File: src/rtl/abdd_pkg.sv
`default_nettype none

package abdd_pkg;

    // default geometry of the head
    localparam int BINS_DEF      = 16;
    localparam int KEYPOINTS_DEF = 5;
    localparam int SIDES         = 4;

    // field widths
    localparam int ROW_W    = 8;
    localparam int STRIDE_W = 7;
    localparam int VAL_W    = 16;
    localparam int COORD_W  = 14;
    localparam int SIZE_W   = 13;
    localparam int SCORE_W  = 16;
    localparam int PIDX_W   = 3;
    localparam int PAD_W    = 12;
    localparam int SCALE_W  = 16;
    localparam int IMG_W    = 14;

    // configuration port
    localparam int CFG_IDX_W  = 3;
    localparam int CFG_DATA_W = 16;

    typedef enum logic [CFG_IDX_W-1:0] {
        CFG_THRESHOLD = 3'd0,
        CFG_PAD_LEFT  = 3'd1,
        CFG_PAD_TOP   = 3'd2,
        CFG_SCALE_X   = 3'd3,
        CFG_SCALE_Y   = 3'd4,
        CFG_IMG_WIDTH = 3'd5,
        CFG_IMG_HEIGHT = 3'd6
    } cfg_addr_t;

    typedef struct packed {
        logic [SCORE_W-1:0] threshold;
        logic [PAD_W-1:0]   pad_left;
        logic [PAD_W-1:0]   pad_top;
        logic [SCALE_W-1:0] scale_x;
        logic [SCALE_W-1:0] scale_y;
        logic [IMG_W-1:0]   image_width;
        logic [IMG_W-1:0]   image_height;
    } cfg_t;

    // queue between front and back
    localparam int Q_DEPTH   = 2;
    localparam int REC_IDX_W = 5;

    typedef enum logic [1:0] {
        TAG_NONE   = 2'd0,
        TAG_CLASS  = 2'd1,
        TAG_BIN    = 2'd2,
        TAG_OFFSET = 2'd3
    } tag_t;

    typedef struct packed {
        tag_t                 tag;
        logic [REC_IDX_W-1:0] idx;
        logic [1:0]           side;
        logic                 side_last;
        logic                 cell_end;
        logic                 complete;
        logic [ROW_W-1:0]     row;
        logic [ROW_W-1:0]     col;
        logic [STRIDE_W-1:0]  stride;
        logic signed [VAL_W-1:0] value;
    } rec_t;

    // exponential unit
    localparam int EXP_T_W     = 16;
    localparam int EXP_W_W     = 17;
    localparam int LN2_RECIP   = 94548;
    localparam int TAYLOR_K    = 45426;
    localparam int DIV6_RECIP  = 683;
    localparam int DIV6_SHIFT  = 12;
    localparam int ONE_Q16     = 65536;

    // shared divider
    localparam int DIV_DVD_W = 40;
    localparam int DIV_DSR_W = 24;
    localparam int DIV_Q_W   = 17;

    // geometry
    localparam int NET_W   = 30;
    localparam int SC_W    = 48;
    localparam int DIFF_W  = 49;
    localparam int FRAC_SH = 23;

    function automatic logic [16:0] quarter_pow(input logic [1:0] fq);
        logic [16:0] r;
        case (fq)
            2'd0: r = 17'd65536;
            2'd1: r = 17'd55109;
            2'd2: r = 17'd46341;
            default: r = 17'd38968;
        endcase
        return r;
    endfunction

    // shift right by the fraction width, rounding toward zero
    function automatic logic signed [DIFF_W-FRAC_SH-1:0] trunc_q23(
        input logic signed [DIFF_W-1:0] v);
        logic signed [DIFF_W-1:0] adj;
        adj = v;
        if (v < 0)
        begin
            adj = v + DIFF_W'((64'd1 << FRAC_SH) - 64'd1);
        end
        return (DIFF_W-FRAC_SH)'(adj >>> FRAC_SH);
    endfunction

    function automatic logic [COORD_W-1:0] sat_coord(input logic signed [DIFF_W-1:0] v);
        logic signed [DIFF_W-FRAC_SH-1:0] t;
        logic [COORD_W-1:0] r;
        t = trunc_q23(v);
        if (t < -(DIFF_W-FRAC_SH)'(8192))
            r = COORD_W'(14'h2000);
        else if (t > (DIFF_W-FRAC_SH)'(8191))
            r = COORD_W'(14'h1FFF);
        else
            r = t[COORD_W-1:0];
        return r;
    endfunction

    function automatic logic [SIZE_W-1:0] sat_size(input logic signed [DIFF_W-1:0] v);
        logic signed [DIFF_W-FRAC_SH-1:0] t;
        logic [SIZE_W-1:0] r;
        t = trunc_q23(v);
        if (t < 0)
            r = '0;
        else if (t > (DIFF_W-FRAC_SH)'(8191))
            r = '1;
        else
            r = t[SIZE_W-1:0];
        return r;
    endfunction

endpackage

`default_nettype wire

File: src/rtl/abdd_front.sv
`default_nettype none

module abdd_front
    import abdd_pkg::*;
#(
    parameter int BINS      = BINS_DEF,
    parameter int KEYPOINTS = KEYPOINTS_DEF
)
(
    input  wire logic                clk,
    input  wire logic                rst_n,
    input  wire logic                in_valid,
    output logic                     in_stall,
    input  wire logic [ROW_W-1:0]    cell_row,
    input  wire logic [ROW_W-1:0]    cell_col,
    input  wire logic [STRIDE_W-1:0] stride,
    input  wire logic [VAL_W-1:0]    value,
    input  wire logic                cell_end,
    input  wire logic                pop,
    output logic                     head_valid,
    output rec_t                     head
);

    localparam int TOTAL = 1 + SIDES * BINS + 2 * KEYPOINTS;
    localparam int POS_W = $clog2(TOTAL + 1);
    localparam int BIN_W = $clog2(BINS);
    localparam int OFF_W = $clog2(2 * KEYPOINTS);
    localparam int PTR_W = $clog2(Q_DEPTH);
    localparam int CNT_W = $clog2(Q_DEPTH + 1);

    logic [POS_W-1:0] pos_reg;
    logic [BIN_W-1:0] bin_reg;
    logic [1:0]       side_reg;
    logic [OFF_W-1:0] off_reg;

    rec_t             mem_reg [Q_DEPTH];
    logic [PTR_W-1:0] wr_ptr_reg, rd_ptr_reg;
    logic [CNT_W-1:0] cnt_reg;

    logic accept;
    rec_t rec;

    assign in_stall   = cnt_reg == CNT_W'(Q_DEPTH);
    assign accept     = in_valid && !in_stall;
    assign head_valid = cnt_reg != '0;
    assign head       = mem_reg[rd_ptr_reg];

    // classify the request by its place in the cell
    always_comb
    begin
        rec           = '0;
        rec.row       = cell_row;
        rec.col       = cell_col;
        rec.stride    = stride;
        rec.value     = value;
        rec.cell_end  = cell_end;
        rec.tag       = TAG_NONE;
        rec.side      = side_reg;
        rec.complete  = pos_reg == POS_W'(TOTAL - 1);
        if (pos_reg == '0)
        begin
            rec.tag = TAG_CLASS;
        end
        else if (pos_reg <= POS_W'(SIDES * BINS))
        begin
            rec.tag       = TAG_BIN;
            rec.idx       = REC_IDX_W'(bin_reg);
            rec.side_last = bin_reg == BIN_W'(BINS - 1);
        end
        else if (pos_reg < POS_W'(TOTAL))
        begin
            rec.tag = TAG_OFFSET;
            rec.idx = REC_IDX_W'(off_reg);
        end
    end

    // position counters
    always_ff @(posedge clk or negedge rst_n)
    begin
        if (!rst_n)
        begin
            pos_reg  <= '0;
            bin_reg  <= '0;
            side_reg <= '0;
            off_reg  <= '0;
        end
        else if (accept)
        begin
            if (cell_end)
            begin
                pos_reg  <= '0;
                bin_reg  <= '0;
                side_reg <= '0;
                off_reg  <= '0;
            end
            else if (pos_reg < POS_W'(TOTAL))
            begin
                pos_reg <= pos_reg + POS_W'(1);
                if (rec.tag == TAG_BIN)
                begin
                    if (rec.side_last)
                    begin
                        bin_reg  <= '0;
                        side_reg <= side_reg + 2'd1;
                    end
                    else
                    begin
                        bin_reg <= bin_reg + BIN_W'(1);
                    end
                end
                if (rec.tag == TAG_OFFSET)
                begin
                    off_reg <= off_reg + OFF_W'(1);
                end
            end
        end
    end

    // queue pointers
    always_ff @(posedge clk or negedge rst_n)
    begin
        if (!rst_n)
        begin
            wr_ptr_reg <= '0;
            rd_ptr_reg <= '0;
            cnt_reg    <= '0;
        end
        else
        begin
            if (accept)
            begin
                wr_ptr_reg <= wr_ptr_reg + PTR_W'(1);
            end
            if (pop)
            begin
                rd_ptr_reg <= rd_ptr_reg + PTR_W'(1);
            end
            if (accept && !pop)
            begin
                cnt_reg <= cnt_reg + CNT_W'(1);
            end
            else if (!accept && pop)
            begin
                cnt_reg <= cnt_reg - CNT_W'(1);
            end
        end
    end

    // queue storage
    always_ff @(posedge clk)
    begin
        if (accept)
        begin
            mem_reg[wr_ptr_reg] <= rec;
        end
    end

endmodule

`default_nettype wire

File: config.mk
export PLATFORM = sky130hd
export DESIGN_NAME = abdd_front
export DESIGN_NICKNAME = d
export VERILOG_FILES = /design/src/rtl/abdd_pkg.sv /design/src/rtl/abdd_front.sv
export SDC_FILE = /design/constraint.sdc
export NUM_CORES = 1
export LEC_CHECK = 0
export BUFFER_PORTS_ARGS = -buffer_cell sky130_fd_sc_hd__buf_2
export CORE_MARGIN = 4
export CORE_UTILIZATION = 30
export CTS_CLUSTER_SIZE = 24
export DETAILED_ROUTE_END_ITERATION = 16
export GPL_TIMING_DRIVEN = 0
export HOLD_SLACK_MARGIN = 0.02
export SYNTH_ARGS = -nofsm -noshare
export SYNTH_HDL_FRONTEND = slang
export SYNTH_SLANG_ARGS = --single-unit
File: constraint.sdc
create_clock -name clk -period 7.8 [get_ports clk]
set_clock_uncertainty 0.1 [all_clocks]
set_input_delay 1.17 -clock clk [delete_from_list [all_inputs] [get_ports clk]]
set_output_delay 1.17 -clock clk [all_outputs]
set_load 0.01 [all_outputs]
Word level (Yosys, flattened, before mapping)
Memories as Yosys holds them, arrays and structs flattened.
Index checks and enable logic that the tools add are counted.
- add/subtract/negate cells: 8
- $mul: 0
- divide/modulo/power cells: 0
- magnitude comparators: 2
- eq/ne operators: 5
- shift operators: 0
- multiplexer cells: 23
- bitwise operators: 0
- reduce and logical (&&, ||, !) cells: 17
- operator list (kind ; number):
    2-to-1 mux 4 bit ; 7
    2-to-1 mux 7 bit ; 4
    2-to-1 mux 2 bit ; 7
    nonzero test 2 bit ; 6
    adder 4 x 1 -> 4 bit, second input constant ; 2
    adder 7 x 1 -> 7 bit, second input constant ; 1
    equality test 7 bit, second input constant ; 1
    less-or-equal comparator 7 bit, second input constant ; 1
    zero test 7 bit ; 1
    < comparator 7 bit, second input constant ; 1
    equality test 2 bit, second input constant ; 3
    AND reduction 3 bit ; 2
    2-to-1 mux 5 bit ; 1
    adder 2 x 1 -> 2 bit, second input constant ; 2
    equality test 4 bit, second input constant ; 1
    2-to-1 mux 1 bit ; 4
    AND reduction 4 bit ; 1
    logical AND 1 bit ; 3
    zero test 1 bit ; 3
    adder 1 bit, second input constant ; 2
    AND reduction 2 bit ; 1
    subtractor 2 x 1 -> 2 bit, second input constant ; 1
- register bits: 21
- bits in latches: 0
- bits in writable memories: 102
- memory bits (read-only): 0
- input bits: 44
- output and inout port bits: 53
- logic and storage cells: 63
- memories kept: 1
- memory list (memory ; depth ; width ; read ports ; clocked after memory_dff ; wr ports ; RTL line ; source):
    mem_reg ; 2 ; 51 ; 1 ; 0 ; 1 ; abdd_front.sv:36 ; rec_t mem_reg [Q_DEPTH];

Longest topological paths before layout
Gate-level depths: netlist (run 1).
- depth in word-level cells: 8
- mapped depth: 9

Worst setup path after synthesis (run 1)
Ideal clock, no wire load.
- kind: input -> register
- from: input in_valid
- to: memory mem_reg[0][0] (netlist name), enable pin
- library setup time: 0.458 ns
- data arrival time: 3.766 ns
- setup slack: 3.476 ns
- stages: 4
- cell sequence: nand2_1 clkbuf_1 buf_1 nor2_1
- word-level cells in the longest chain between the ends: 3
- ends and longest elaborated chain (element ; RTL line ; source):
    start, declared ; abdd_front.sv:12 ; input wire logic in_valid,
    logical AND 1 bit ; abdd_front.sv:44 ; assign accept = in_valid && !in_stall;
    2-to-1 mux 1 bit ; abdd_front.sv:152 ; if (accept)
    2-to-1 mux 1 bit (not written as such) ; abdd_front.sv:154 ; mem_reg[wr_ptr_reg] <= rec;
    end, declared ; abdd_front.sv:36 ;
Every way passes these cells.

==> summary.txt, run 1 <==
Die width: 137 µm
Hold_buf cts: 0
CP Max Fanout: 10
First-pass GRT wire length: 15.4 mm
Clock slew at reported path FFs: 50 ps
Max VDD drop: 0.129 mV
Synth Cell Area: 0.00496 mm²
Reg2reg setup slack: 5080 ps
Cells after DPL: 624
Max-cap viol count: 0
Via density: 4.60
DIE AREA: 0.0187 mm²
GR Overflow Total: 0
Nets: 477
Fin crit share: 42.6%
Leak: 0.00244 µW
Total track usage: 10.8%
WL/cell: 14.8 µm
Ys async rst share: 17.4%
Fraction of layout cells with a size suffix above 1: 43.2%
Area growth syn-to-layout: 27.3%
Hold Crit Class: flip-flop to flip-flop
Crit. End Element: output port
Setup TNS: 0 ps
Post-CTS setup repair buffer count: 0
Setup crit start: rd_ptr_reg$_DFFE_PN0P_
Antenna Nets Post-Route: 0
Reg2Reg Depth: 9
Cell mode on critical path: clkbuf_1
#FFs+latches synth: 121
TritonCTS clock tree: done
Max reg flops: 100
H-tree depth: 4
Core ar.: 0.0161 mm²
Worst-path cell chain: clkbuf_1, clkbuf_1, mux2_2, buf_2
CP required: 6530 ps
Vias in the first global route: 3048
Netlist cell types: 51
Post-place setup slack: 4450 ps
Max Fclk: 301 MHz
# setup viols final: 0
Final max-slew violation count: 0
Hold Vio Cnt, Final: 0
Initial Utilization: 30.9%
Max stage delay on crit path: 510 ps
Post-synth top flop: edfxtp_1
Most common cell after layout, fill and taps aside: edfxtp_1
Most frequent cells in the layout: 100 x edfxtp_1, 96 x buf_2, 50 x mux2_2
IO Count: 97
Critical path class: flip-flop to output port
Fin crit period: 3330 ps
CTS buffer count: 17
Buf+Inv Stages, Crit Path: 3
Final WL: 9.70 mm
Worst reg2reg endpoint: cnt_reg[1]$_DFFE_PN0P_
Final Worst Setup Slack: 4470 ps
Antenna violations before repair: 2
Slew HR: 55.6%
Seq/Total Area, Yosys: 71.1%
Post-synth EDFFs: 100
Crit start category: flip-flop
Remaining routing DRC violations: 0
# port buffers: 95
Ant diodes: 0
Syn Inst Count: 311
CTS Sinks: 121
Initial DRC Count: 218
Syn_area_per_cell: 16.0 µm²
RSZ-0062 raised after global routing: no
First drt pass iteration count: 5
# rows: 46
PwrDens: 378 mW/mm²
CTS Buffer Depth: 2
Slew at the pin closest to its max-slew limit: 665 ps
Status: completed
CP Depth: 4
Worst setup endpoint: head[39]
DR vias: 3019
Dpl hpwl: 6.72 mm
Post-route insts no fill: 656
Critical Path Slowest Stage Cell: clkbuf_1
Clock latency on the worst-skew pair: 400 ps
CP top delay family: buffers and inverters
RR Startpoint: cnt_reg[0]$_DFFE_PN0P_
Root Buffer: clkbuf_16
Mapped Nets: 361
Pin count of the biggest net entering global routing: 34
Die Ht: 137 µm
Critical path data arrival time: 2060 ps
Ys Warns: 0
CTS resizes: 0
Routability cong.: 0.850
cell families after synthesis:
kind of cell / count (synthesis) / synth area share, %
multiplexers: 54 / 12.2
XOR/XNOR: 5 / 0.882
AND/OR/NAND/NOR: 61 / 6.98
AO/OA/AOI/OAI: 36 / 5.02
adder cells (fa/ha/maj): 6 / 1.51
flip-flops: 121 / 71.1
other: 1 / 0.0756
buffers and inverters: 27 / 2.29
per-stage QoR:
step	hold slack, ps	power (µW)	util, %	instance area (µm²)
4_1_cts	393	2430	39.3	6320
3_5_place_dp	381	1680	35.9	5760
3_3_place_gp	374	1660	35.6	5710
5_1_grt	415	2530	39.3	6320
6_report	388	2390	39.3	6320
2_1_floorplan	357	1420	-	4960
cell type report:
cell class	count	area, µm²
clock buffer	24	462
multi-input combinational	163	1330
timing repair buffer	97	515
clock inverter	8	98.8
sequential	121	3530
fill	1504	9740
buffer	15	68.8
tap	216	270
inverter	12	45.0
cells in the mapped netlist (4+ instances only):
library cell    n  area [µm²]
nand2_1        13        48.8
dfrtp_1        21         526
nor2_1          8        30.0
a21oi_1         8        40.0
a22o_1          4        35.0
o21ai_0         9        45.0
mux2_2         50         563
inv_1          11        41.3
edfxtp_1      100        3000
clkbuf_1        9        33.8
nand3_1         9        45.0
ha_1            6        75.1
and3_1          5        31.3
mux2i_1         4        40.0
nor3_1          6        30.0
layer usage:
metal	share of wire [%]	global-route usage, %
met1	39	12.0
met2	53	18.8
met3	6.6	3.71
met4	0.94	4.54
met5	0.41	0
how the worst min path moves through the flow:
stage,from,end,slack [ps],cells after the start
after floorplan,cnt_reg[1]$_DFFE_PN0P_,cnt_reg[1]$_DFFE_PN0P_,360,1
after global placement,cnt_reg[1]$_DFFE_PN0P_,cnt_reg[1]$_DFFE_PN0P_,370,1
after detailed placement,cnt_reg[1]$_DFFE_PN0P_,cnt_reg[1]$_DFFE_PN0P_,380,1
after CTS,cnt_reg[1]$_DFFE_PN0P_,cnt_reg[1]$_DFFE_PN0P_,390,1
after global routing,cnt_reg[1]$_DFFE_PN0P_,cnt_reg[1]$_DFFE_PN0P_,420,1
final,cnt_reg[1]$_DFFE_PN0P_,cnt_reg[1]$_DFFE_PN0P_,390,1
where the power goes:
part	switching (µW)	total, µW	leakage [µW]	internal [µW]
clock	254	730	0.000268	477
combinational	393	710	0.000958	317
sequential	57.5	947	0.00121	889
total	704	2390	0.00244	1680
No activity file was read; power rests on OpenSTA's default activity.
==> inputs of run 2 (changes only) <==
Clock period 7.8 ns to 3.15 ns, I/O delays scaled along.
==> run 2 against run 1 <==
Compared with the run above: sequential share of layout area rose by 0.29 points; clock power rose by 130%; critical path depth rose by 2; largest cell class unchanged; utilization fell by 0.20 points; first-iteration DRC count fell by 28%; highest routed layer unchanged; setup slack got worse by 4100 ps; via count fell by 0.79%; count of clock-buffer cells in the layout fell by 5; global-route usage barely moved.
==> summary.txt, run 2 (synthesis results as in run 1) <==
Leak: 0.00243 µW
Critical Path Slowest Stage Cell: nor2_4
Fin crit period: 2820 ps
Met3 Use GR: 3.79%
Area growth syn-to-layout: 26.6%
Max Fclk: 354 MHz
# setup viols final: 0
Met1 GRT Util: 11.6%
Total track usage: 10.8%
RSZ-0062 raised after global routing: no
Initial Utilization: 30.9%
Critical path data arrival time: 2820 ps
Most frequent cells in the layout: 100 x edfxtp_1, 96 x buf_2, 50 x mux2_2
Most common cell after layout, fill and taps aside: edfxtp_1
Crit start category: flip-flop
Hold Vio Cnt, Final: 0
WL/cell: 15.0 µm
Sequential Power Share: 40.6%
Gr busiest metal: met2
Crit. End Element: flip-flop
Max VDD drop: 0.423 mV
Post-place setup slack: 258 ps
Clock power share: 28.8%
TritonCTS clock tree: done
Clock slew at reported path FFs: 50 ps
CTS buffer count: 17
Switching share of power: 30.1%
GR Overflow Total: 0
Hold Crit Class: input pin to flip-flop
NetSw: 1740 µW
Fin crit share: 89.7%
First drt pass iteration count: 4
Max reg flops: 100
Final Worst Setup Slack: 326 ps
Max-cap viol count: 0
CP Max Fanout: 26
Critical path class: flip-flop to flip-flop
Dpl hpwl: 6.75 mm
First-pass GRT wire length: 15.5 mm
Antenna violations before repair: 1
CTS Sinks: 121
Final WL: 9.83 mm
H-tree depth: 4
Nets: 478
Pin count of the biggest net entering global routing: 31
Ant diodes: 0
Fraction of layout cells with a size suffix above 1: 42.7%
PwrDens: 921 mW/mm²
Slew HR: 44.2%
Routability cong.: 0.826
Post-CTS setup repair buffer count: 0
Status: completed
Total Power: 5790 µW
Core ar.: 0.0161 mm²
Reg2reg setup slack: 330 ps
Initial DRC Count: 157
Clock latency on the worst-skew pair: 400 ps
Global Route met2 Usage: 19.1%
Via density: 4.57
CTS resizes: 0
Setup TNS: 0 ps
DR vias: 2995
# port buffers: 95
Power share of the combinational group: 30.6%
Vias in the first global route: 3131
Die width: 137 µm
Worst-path cell chain: nand2b_1, nand2_1, clkbuf_1, buf_1, nor2_4, buf_12
IO Count: 97
Remaining routing DRC violations: 0
Max stage delay on crit path: 720 ps
Slew at the pin closest to its max-slew limit: 835 ps
Die Ht: 137 µm
CP required: 3150 ps
CTS Buffer Depth: 2
Final max-slew violation count: 0
DIE AREA: 0.0187 mm²
Root Buffer: clkbuf_16
# rows: 46
Antenna Nets Post-Route: 0
Internal power: 4040 µW
## run 2: cell types whose count changed in the layout (fill, tap and decap cells not counted), sizes merged
cell,change
dlygate4sd3,+1
clkinvlp,-1
clkbuf,-5
clkinv,+6
bufinv,-1
## run 2: power by group through the flow
stage / logic (µW) / registers, µW / clock network (µW)
floorplan: 1160 / 2350 / 0
global placement: 1730 / 2380 / 0
detailed placement: 1790 / 2380 / 0
CTS: 1810 / 2350 / 1710
global route: 1950 / 2390 / 1790
finish: 1770 / 2350 / 1670
## run 2: path summary, 6_finish.rpt
check / cells after the start / endpoint / startpoint
setup / recovery: 6 / mem_reg[0][50]$_DFFE_PP_ / cnt_reg[0]$_DFFE_PN0P_
hold / removal: 1 / mem_reg[1][32]$_DFFE_PP_ / cell_row[1]
setup reg to reg: 6 / mem_reg[0][50]$_DFFE_PP_ / cnt_reg[0]$_DFFE_PN0P_
hold reg to reg: 1 / cnt_reg[1]$_DFFE_PN0P_ / cnt_reg[1]$_DFFE_PN0P_
max in group asynchronous: 2 / bin_reg[2]$_DFFE_PN0P_ / rst_n
min in group asynchronous: 2 / side_reg[1]$_DFFE_PN0P_ / rst_n
## run 2: worst max-delay path: cells and delay by family (launching register included)
| family | cells | cell delay (ps) |
|---|---|---|
| buffers and inverters | 3 | 870 |
| flip-flops | 1 | 390 |
| AND/OR/NAND/NOR | 3 | 1130 |
## run 2: per-layer routing
metal | vias to the layer above | routed length [µm] | part of all wire [%]
li1 | 1412 | - | -
met1 | 1459 | 3800 | 39
met2 | 102 | 5020 | 51
met3 | 20 | 845 | 8.6
met4 | 2 | 139 | 1.4
met5 | - | 13 | 0.13
## run 2: through the flow
| stage | util, % | instances | hold slack (ps) | area, µm² |
|---|---|---|---|---|
| after floorplan | - | 311 | 76.9 | 4970 |
| after global placement | 35.6 | 622 | 370 | 5710 |
| after detailed placement | 35.9 | 624 | 363 | 5760 |
| after CTS | 39.1 | 656 | 141 | 6290 |
| after global routing | 39.1 | 656 | 141 | 6290 |
| final | 39.1 | 656 | 159 | 6290 |
## run 2: repair_timing
item | CTS | global route
hold endpoints to repair | 21 | 0
hold buffers | 1 | 0
endpoints found under the setup margin | 0 | 0
## run 2: final cells by class
cell class              count  area [µm²]
plain buffers              15        68.8
repair buffers             98         526
inverters                  12        45.0
clock buffers              19         433
fillers                  1493        9770
clock inverters            12        85.1
well taps                 216         270
multi-input cells         163        1330
flip-flops and latches    121        3530
